`config.mk`:
```
export PLATFORM = sky130hd
export DESIGN_NAME = bitmap_block_allocator
export DESIGN_NICKNAME = d
export VERILOG_FILES = /design/src/sv/bba_pkg.sv /design/src/sv/bba_ram.sv /design/src/sv/bba_find_free.sv /design/src/sv/bitmap_block_allocator.sv
export VERILOG_INCLUDE_DIRS = /design/src /design/src/sv
export SDC_FILE = /design/constraint.sdc
export NUM_CORES = 2
export LEC_CHECK = 0
export BUFFER_PORTS_ARGS = -buffer_cell sky130_fd_sc_hd__buf_2
export CORE_UTILIZATION = 35
export CTS_CLUSTER_DIAMETER = 200
export DETAILED_ROUTE_END_ITERATION = 6
export SLEW_MARGIN = 20
export SYNTH_ARGS = -nofsm -noshare
export SYNTH_HDL_FRONTEND = slang
export SYNTH_SLANG_ARGS = --single-unit
```
`constraint.sdc`:
```
create_clock -name i_clk -period 21.5 [get_ports i_clk]
set_input_delay 6.45 -clock i_clk [delete_from_list [all_inputs] [get_ports i_clk]]
set_output_delay 6.45 -clock i_clk [all_outputs]
set_load 0.02 [all_outputs]
```
`src/sv/bitmap_block_allocator_assert.svh`:
```
`ifndef BITMAP_BLOCK_ALLOCATOR_ASSERT_SVH
`define BITMAP_BLOCK_ALLOCATOR_ASSERT_SVH

// Same-cycle implication, checked outside reset
`define BBA_ASSERT_IMP(lbl, clk, rst_n, ante, cons, msg) \
    lbl: assert property (@(posedge clk) disable iff (!rst_n) (ante) |-> (cons)) \
        else $error(msg);

// Next-cycle implication, checked outside reset
`define BBA_ASSERT_NXT(lbl, clk, rst_n, ante, cons, msg) \
    lbl: assert property (@(posedge clk) disable iff (!rst_n) (ante) |=> (cons)) \
        else $error(msg);

`endif

```
`src/sv/bba_pkg.sv`:
```
package bba_pkg;

    localparam int BLK_W             = 12;
    localparam int CFG_W             = 13;
    localparam int NUM_BLOCKS_DEF    = 4096;
    localparam int MAP_WORD_BITS_DEF = 64;

    localparam logic [CFG_W-1:0] CFG_RESET = 13'd4096;

    typedef enum logic {
        FN_ALLOC = 1'b0,
        FN_FREE  = 1'b1
    } t_func;

    typedef enum logic [1:0] {
        ST_OK          = 2'd0,
        ST_FULL        = 2'd1,
        ST_DOUBLE_FREE = 2'd2,
        ST_RANGE       = 2'd3
    } t_status;

    typedef enum logic [2:0] {
        S_CLEAR,
        S_IDLE,
        S_ALLOC,
        S_FREE_SEEK,
        S_FREE_CHK,
        S_RESP
    } t_state;

    typedef struct packed {
        t_func              func;
        logic [BLK_W-1:0]   block_to_free;
    } t_req;

    typedef struct packed {
        logic [BLK_W-1:0]   block_given;
        t_status            status;
    } t_rsp;

endpackage

```
`src/sv/bba_ram.sv`:
```
module bba_ram #(
    parameter int WIDTH = 64,
    parameter int DEPTH = 64,
    localparam int AW   = (DEPTH > 1) ? $clog2(DEPTH) : 1
) (
    input  logic             i_clk,
    input  logic             i_we,
    input  logic [AW-1:0]    i_waddr,
    input  logic [WIDTH-1:0] i_wdata,
    input  logic             i_re,
    input  logic [AW-1:0]    i_raddr,
    output logic [WIDTH-1:0] o_rdata
);

    logic [WIDTH-1:0] r_mem [DEPTH];
    logic [WIDTH-1:0] r_rdata;

    always_ff @(posedge i_clk) begin
        if (i_we) begin
            r_mem[i_waddr] <= i_wdata;
        end
        if (i_re) begin
            r_rdata <= r_mem[i_raddr];
        end
    end

    assign o_rdata = r_rdata;

endmodule

```
`src/sv/bba_find_free.sv`:
```
module bba_find_free #(
    parameter int WB   = 64,
    parameter int RW   = 14,
    localparam int OW  = $clog2(WB)
) (
    input  logic [WB-1:0] i_word,
    input  logic [RW-1:0] i_remain,
    output logic          o_found,
    output logic          o_last,
    output logic [OW-1:0] o_idx,
    output logic [WB-1:0] o_onehot
);

    logic [WB-1:0] masked;
    logic [WB-1:0] lowest;

    // Bits at or beyond the count in use read as taken
    always_comb begin
        for (int i = 0; i < WB; i++) begin
            masked[i] = i_word[i] | (RW'(i) >= i_remain);
        end
    end

    // Isolate the lowest clear bit with a single carry chain
    assign lowest   = ~masked & (masked + WB'(1));
    assign o_found  = |lowest;
    assign o_onehot = lowest;
    assign o_last   = (i_remain <= RW'(WB));

    always_comb begin
        o_idx = '0;
        for (int k = 0; k < OW; k++) begin
            for (int i = 0; i < WB; i++) begin
                if (((i >> k) & 1) == 1) begin
                    o_idx[k] = o_idx[k] | lowest[i];
                end
            end
        end
    end

endmodule

```
`src/sv/bitmap_block_allocator.sv`:
```
// First-fit block allocator over a used map of one bit per block.
// Request channel (i_req_valid / o_req_stall, payload i_req): func selects
// allocate or free; a request is taken when valid is high and stall low.
// Response channel (o_rsp_valid / i_rsp_stall, payload o_rsp): one response
// per request, held until the receiver drops stall.
// Config channel (i_cfg_valid / o_cfg_ready, i_cfg_data) sets blocks_in_use;
// it is always ready and should be written only while the block is idle.
// Allocate: the map is read one word per cycle through the single RAM read
// port; the response is valid once the word holding the lowest free block
// is checked, or the last word below the count if none is free.
// Free: the target word is located by stepping one word per cycle, then
// read and checked; an out-of-range number or a zero count answers in the
// cycle after acceptance.
// One request is in flight at a time; stall stays high until the response is
// taken. After reset a clearing pass writes zero to every map word (64 by
// default), with stall high; config writes are still taken.
// A stalled response holds its value and blocks new requests.
`include "bitmap_block_allocator_assert.svh"

module bitmap_block_allocator #(
    parameter int NUM_BLOCKS    = bba_pkg::NUM_BLOCKS_DEF,
    parameter int MAP_WORD_BITS = bba_pkg::MAP_WORD_BITS_DEF
) (
    input  logic                      i_clk,
    input  logic                      i_rst_n,
    input  logic                      i_req_valid,
    output logic                      o_req_stall,
    input  bba_pkg::t_req             i_req,
    output logic                      o_rsp_valid,
    input  logic                      i_rsp_stall,
    output bba_pkg::t_rsp             o_rsp,
    input  logic                      i_cfg_valid,
    output logic                      o_cfg_ready,
    input  logic [bba_pkg::CFG_W-1:0] i_cfg_data
);

    localparam int MAP_WORDS = (NUM_BLOCKS + MAP_WORD_BITS - 1) / MAP_WORD_BITS;
    localparam int AW        = (MAP_WORDS > 1) ? $clog2(MAP_WORDS) : 1;
    localparam int OW        = $clog2(MAP_WORD_BITS);
    localparam int LIM_W     = ($clog2(NUM_BLOCKS + 1) > bba_pkg::CFG_W) ?
                               $clog2(NUM_BLOCKS + 1) : bba_pkg::CFG_W;
    localparam int BASE_W    = LIM_W + 1;

    bba_pkg::t_state r_state, n_state;

    logic [bba_pkg::CFG_W-1:0] r_cfg;
    logic [bba_pkg::BLK_W-1:0] r_blk, n_blk;
    logic [AW-1:0]             r_word, n_word;
    logic [BASE_W-1:0]         r_base, n_base;
    logic [AW-1:0]             r_chk_word, n_chk_word;
    logic [BASE_W-1:0]         r_chk_base, n_chk_base;
    logic                      r_chk_vld, n_chk_vld;
    bba_pkg::t_rsp             r_rsp, n_rsp;

    logic [LIM_W-1:0]          cfg_ext;
    logic [LIM_W-1:0]          lim;
    logic [BASE_W-1:0]         lim_b;
    logic                      req_acc;
    logic [BASE_W-1:0]         req_blk_b;
    logic [BASE_W-1:0]         blk_b;
    logic                      seek_hit;
    logic [BASE_W-1:0]         free_diff;
    logic [OW-1:0]             free_off;
    logic [BASE_W-1:0]         alloc_sum;

    logic                      ram_we;
    logic [AW-1:0]             ram_waddr;
    logic [MAP_WORD_BITS-1:0]  ram_wdata;
    logic                      ram_re;
    logic [AW-1:0]             ram_raddr;
    logic [MAP_WORD_BITS-1:0]  ram_rdata;

    logic                      ff_found;
    logic                      ff_last;
    logic [OW-1:0]             ff_idx;
    logic [MAP_WORD_BITS-1:0]  ff_onehot;

    // Counts above the map saturate to its size
    assign cfg_ext   = LIM_W'(r_cfg);
    assign lim       = (cfg_ext > LIM_W'(NUM_BLOCKS)) ? LIM_W'(NUM_BLOCKS) : cfg_ext;
    assign lim_b     = BASE_W'(lim);
    assign req_acc   = i_req_valid && (r_state == bba_pkg::S_IDLE);
    assign req_blk_b = BASE_W'(i_req.block_to_free);
    assign blk_b     = BASE_W'(r_blk);
    assign seek_hit  = blk_b < (r_base + BASE_W'(MAP_WORD_BITS));
    assign free_diff = blk_b - r_chk_base;
    assign free_off  = free_diff[OW-1:0];
    assign alloc_sum = r_chk_base + BASE_W'(ff_idx);

    bba_ram #(
        .WIDTH (MAP_WORD_BITS),
        .DEPTH (MAP_WORDS)
    ) u_map (
        .i_clk   (i_clk),
        .i_we    (ram_we),
        .i_waddr (ram_waddr),
        .i_wdata (ram_wdata),
        .i_re    (ram_re),
        .i_raddr (ram_raddr),
        .o_rdata (ram_rdata)
    );

    bba_find_free #(
        .WB (MAP_WORD_BITS),
        .RW (BASE_W)
    ) u_find (
        .i_word   (ram_rdata),
        .i_remain (lim_b - r_chk_base),
        .o_found  (ff_found),
        .o_last   (ff_last),
        .o_idx    (ff_idx),
        .o_onehot (ff_onehot)
    );

    always_comb begin
        n_state = r_state;
        case (r_state)
            bba_pkg::S_CLEAR: begin
                if (r_word == AW'(MAP_WORDS - 1)) begin
                    n_state = bba_pkg::S_IDLE;
                end
            end
            bba_pkg::S_IDLE: begin
                if (req_acc) begin
                    if (i_req.func == bba_pkg::FN_ALLOC) begin
                        n_state = (lim == '0) ? bba_pkg::S_RESP : bba_pkg::S_ALLOC;
                    end else begin
                        n_state = (req_blk_b >= lim_b) ? bba_pkg::S_RESP
                                                       : bba_pkg::S_FREE_SEEK;
                    end
                end
            end
            bba_pkg::S_ALLOC: begin
                if (r_chk_vld && (ff_found || ff_last)) begin
                    n_state = bba_pkg::S_RESP;
                end
            end
            bba_pkg::S_FREE_SEEK: begin
                if (seek_hit) begin
                    n_state = bba_pkg::S_FREE_CHK;
                end
            end
            bba_pkg::S_FREE_CHK: begin
                n_state = bba_pkg::S_RESP;
            end
            bba_pkg::S_RESP: begin
                if (!i_rsp_stall) begin
                    n_state = bba_pkg::S_IDLE;
                end
            end
            default: begin
                n_state = bba_pkg::S_CLEAR;
            end
        endcase
    end

    always_comb begin
        n_blk      = r_blk;
        n_word     = r_word;
        n_base     = r_base;
        n_chk_word = r_chk_word;
        n_chk_base = r_chk_base;
        n_chk_vld  = r_chk_vld;
        n_rsp      = r_rsp;
        ram_we     = 1'b0;
        ram_waddr  = r_chk_word;
        ram_wdata  = '0;
        ram_re     = 1'b0;
        ram_raddr  = r_word;
        case (r_state)
            bba_pkg::S_CLEAR: begin
                ram_we    = 1'b1;
                ram_waddr = r_word;
                n_word    = r_word + AW'(1);
            end
            bba_pkg::S_IDLE: begin
                if (req_acc) begin
                    n_blk     = i_req.block_to_free;
                    n_word    = '0;
                    n_base    = '0;
                    n_chk_vld = 1'b0;
                    n_rsp.block_given = '0;
                    n_rsp.status = (i_req.func == bba_pkg::FN_ALLOC) ? bba_pkg::ST_FULL
                                                                     : bba_pkg::ST_RANGE;
                end
            end
            bba_pkg::S_ALLOC: begin
                // Issue the next word while checking the one read last cycle
                ram_re     = r_base < lim_b;
                n_chk_vld  = r_base < lim_b;
                n_chk_word = r_word;
                n_chk_base = r_base;
                n_word     = r_word + AW'(1);
                n_base     = r_base + BASE_W'(MAP_WORD_BITS);
                if (r_chk_vld) begin
                    if (ff_found) begin
                        ram_we    = 1'b1;
                        ram_wdata = ram_rdata | ff_onehot;
                        n_rsp.block_given = alloc_sum[bba_pkg::BLK_W-1:0];
                        n_rsp.status      = bba_pkg::ST_OK;
                        n_chk_vld = 1'b0;
                    end else if (ff_last) begin
                        n_rsp.block_given = '0;
                        n_rsp.status      = bba_pkg::ST_FULL;
                        n_chk_vld = 1'b0;
                    end
                end
            end
            bba_pkg::S_FREE_SEEK: begin
                if (seek_hit) begin
                    ram_re     = 1'b1;
                    n_chk_word = r_word;
                    n_chk_base = r_base;
                end else begin
                    n_word = r_word + AW'(1);
                    n_base = r_base + BASE_W'(MAP_WORD_BITS);
                end
            end
            bba_pkg::S_FREE_CHK: begin
                n_rsp.block_given = '0;
                if (ram_rdata[free_off]) begin
                    ram_we       = 1'b1;
                    ram_wdata    = ram_rdata & ~(MAP_WORD_BITS'(1) << free_off);
                    n_rsp.status = bba_pkg::ST_OK;
                end else begin
                    n_rsp.status = bba_pkg::ST_DOUBLE_FREE;
                end
            end
            bba_pkg::S_RESP: begin
            end
            default: begin
            end
        endcase
    end

    always_ff @(posedge i_clk) begin
        if (!i_rst_n) begin
            r_state   <= bba_pkg::S_CLEAR;
            r_cfg     <= bba_pkg::CFG_RESET;
            r_word    <= '0;
            r_chk_vld <= 1'b0;
        end else begin
            r_state   <= n_state;
            r_word    <= n_word;
            r_chk_vld <= n_chk_vld;
            if (i_cfg_valid) begin
                r_cfg <= i_cfg_data;
            end
        end
    end

    always_ff @(posedge i_clk) begin
        r_blk      <= n_blk;
        r_base     <= n_base;
        r_chk_word <= n_chk_word;
        r_chk_base <= n_chk_base;
        r_rsp      <= n_rsp;
    end

    assign o_req_stall = (r_state != bba_pkg::S_IDLE);
    assign o_rsp_valid = (r_state == bba_pkg::S_RESP);
    assign o_rsp       = r_rsp;
    assign o_cfg_ready = 1'b1;

    `BBA_ASSERT_IMP(a_map_write_state, i_clk, i_rst_n, ram_we,
        (r_state == bba_pkg::S_CLEAR) || (r_state == bba_pkg::S_ALLOC) ||
        (r_state == bba_pkg::S_FREE_CHK), "map written outside clear, alloc or free")
    `BBA_ASSERT_NXT(a_req_leaves_idle, i_clk, i_rst_n, req_acc,
        r_state != bba_pkg::S_IDLE, "accepted request did not start")
    `BBA_ASSERT_IMP(a_check_in_limit, i_clk, i_rst_n,
        (r_state == bba_pkg::S_ALLOC) && r_chk_vld, r_chk_base < lim_b,
        "scan checked a word beyond the count in use")
    `BBA_ASSERT_IMP(a_fail_gives_zero, i_clk, i_rst_n,
        o_rsp_valid && (r_rsp.status != bba_pkg::ST_OK), r_rsp.block_given == '0,
        "failed request returned a block number")

endmodule

```
==> out/results.tsv <==
metric	value	unit
status	complete, no violations	
post-route cell area	190000	um^2
Yosys top cell area share	0.759	
htree depth	5	
top-count cell post-synth	edfxtp_1	
post-synthesis instance area	166000	um^2
Worst-Skew Late Latency	1.02	ns
post-synthesis net count	7271	
final clock skew	0.116	ns
Worst path slowest cell	a21oi_4	
crit share post-route	0.455	
Post-CTS Setup Bufs	0	
delay-heaviest family, CP	compound AO/OA/AOI/OAI gates	
largest net degree at the start of global routing	135	
hold_sp	cfg_ext[5]$_SDFFE_PN0P_	
global-route wire length before repair	681000	um
cts bufs inserted	425	
Post-DP Area	177000	um^2
Critical Path Sink Type	flop	
Data required, critical path	22.09	ns
Synth cell types	97	
critical path arrival	10.37	ns
number of global-route vias before repair	82000	
M2 GR Usage	0.321	
Final min period	9.78	ns
TritonCTS clock tree	built	
measured slew at the worst slew-check pin	1.19	ns
Pre-antenna DRT Iters	5	
Synth Warn #	0	
launch point of the critical path	cfg_ext[12]$_SDFFE_PN1P_	
P&R area growth vs syn	14.1	%
DR iter-0 viols	11700	
Max transition margin	0.197	
Synth Instances	7206	
Synth async-reset ratio	0	
crit start category	flop	
pwr/cell area	88.8	nW/um^2
aggregate global routing overflow	0	
Root Driver	clkbuf_16	
GRT Util Overall	0.202	
Routed Antenna Nets	0	
number of enable flip-flop cells after synthesis	4208	
register area share after synthesis	0.762	
vias	82100	
Die H	692	um
Via density	5.82	
initial antenna violation count	50	
gp weighted congestion	0.904	
hpwl dp	295000	um
wire length per cell	35.0	um
crit path kind	reg2reg	
core area	472000	um^2
worst hold path type	reg2reg	
#FFs+latches synth	4231	
most used routing layer	met2	
Syn Area/Cell	23.1	um^2
Clock Sinks	4231	
setup TNS	0	ns
largest cells by area after synthesis	edfxtp_1 (76%), mux4_2 (18%), clkbuf_1 (0.65%)	
PortBufs	46	
Fin. Hold Viols	0	
Max-Cap Viols	0	
Yosys top cell by area	edfxtp_1	
Synth top cells by count	edfxtp_1 (4208), mux4_2 (1365), clkbuf_1 (287)	
Initial Util	0.352	
Post-route DRC	0	
CP Cell Sequence	buf_4, inv_1, nand2_1, inv_1, ha_1, a21oi_1, nand4_1, a2111o_1, buf_4, a211oi_1, o22ai_1, nor4_1, nand4b_1, nor4_4, a22o_1, nor4_2, a21oi_4, o211ai_2, a21oi_4, buf_4, buf_4	
total wire length	493000	um
Die X-Extent	692	um
max-slew violation count	0	
RSZ-0062 raised after global routing	false	
cts repair resizes	0	
M1 GR Usage	0.288	
critical path's largest stage delay	0.84	ns
critical path fanouts, max	33	
DIE AREA	478000	um^2
f_max	102	MHz
fraction of layout cells with a size suffix above 1	0.308	
Fill cells	40900	
worst vdd ir	0.0804	mV
leakage power	0.0600	uW
Post-synth top flop	edfxtp_1	
CTS Buffer Depth	4	
worst path bufs/invs	6	
Top cell by count, worst path	buf_4	
Worst-path clk slew	0.06	ns
CTS hold repair buffers	0	
row count	252	
GR Layer Usage met3	0.0370	
r2r startpoint	cfg_ext[12]$_SDFFE_PN1P_	
final setup violation count	0	
I/O pin cnt	48	
final-stage net count	7624	
## layout by cell type, fill, tap and decap left out, types with 41 or more instances in the layout
cell type	count
nand2_1	141
clkbuf_16	426
clkbuf_1	107
a21oi_4	100
a21oi_1	87
clkinv_2	67
inv_1	41
edfxtp_1	4208
nor2_1	129
buf_4	257
nor2b_1	41
mux4_2	1365
clkinv_1	78
nand3_1	51
o21ai_0	110
buf_2	46
## final cells by class
class	instances	area, um^2	share of cell area
diodes	12	30.0	0.000158
inverters	42	158	0.000830
repair buffers	315	2400	0.0126
multi-input cells	2544	39400	0.208
clock buffers	535	11100	0.0584
clock inverters	215	2210	0.0116
flip-flops and latches	4231	127000	0.668
well taps	6223	7790	0.0410
## power breakdown
part	internal, uW	total, uW	leakage [uW]	switching, uW
combinational	289	707	0.0118	417
sequential	8990	9000	0.0417	18.3
clock	4040	7150	0.00647	3110
## cells by family after synthesis
group	count (synthesis)	share of synthesized area
AO/OA/AOI/OAI	545	0.0211
AND/OR/NAND/NOR	573	0.0180
adder cells (fa/ha/maj)	34	0.00256
XOR/XNOR	11	0.000579
other	1	0.0000225
flip-flops	4231	0.762
buffers and inverters	431	0.0101
multiplexers	1380	0.186
## path summary, 6_finish.rpt
check	end	depth (start not counted)	slack, ns
hold reg to reg	cfg_ext[5]$_SDFFE_PN0P_	2	0.52
setup reg to reg	u_map.r_mem[53][35]$_DFFE_PP_	21	11.72
setup / recovery	u_map.r_mem[53][35]$_DFFE_PP_	21	11.72
hold / removal	cfg_ext[5]$_SDFFE_PN0P_	2	0.52
## sequential cells by signal, summed over array words and instances, names as in the netlist
register	count
o_rsp	14
r_word	6
r_base	8
r_chk_word	6
r_blk	12
r_chk_vld	1
r_chk_base	8
cfg_ext	13
u_map.o_rdata	64
u_map.r_mem	4096
r_state	3
## through the flow
step | worst slack (ns) | utilization | hold WS [ns] | total power, uW | std cells
6_report | 11.72 | 0.402 | 0.520 | 16900 | 14100
5_1_grt | 11.29 | 0.402 | 0.542 | 17300 | 14100
4_1_cts | 11.93 | 0.402 | 0.526 | 17000 | 14100
3_5_place_dp | 11.93 | 0.374 | 0.509 | 9900 | 13400
3_3_place_gp | 11.86 | 0.374 | 0.505 | 9900 | 13400
2_1_floorplan | 11.65 | - | 0.406 | 9630 | 7206
## per-layer routing
layer | share of wire | vias up | wire [um]
li1 | - | 31900 | -
met3 | 0.090 | 675 | 44200
met2 | 0.47 | 4285 | 233000
met1 | 0.41 | 45300 | 202000
met4 | 0.029 | 12 | 14400
met5 | 0.00017 | - | 85
## worst register-to-register path: cells and delay by family (launching register included)
kind / cells / cell delay [ns]
simple gates: 6 / 2.65
fa+ha+maj: 1 / 0.34
compound gates: 8 / 3.67
buf+inv: 6 / 2.35
flops: 1 / 0.31
No activity file was read; power rests on OpenSTA's default activity.
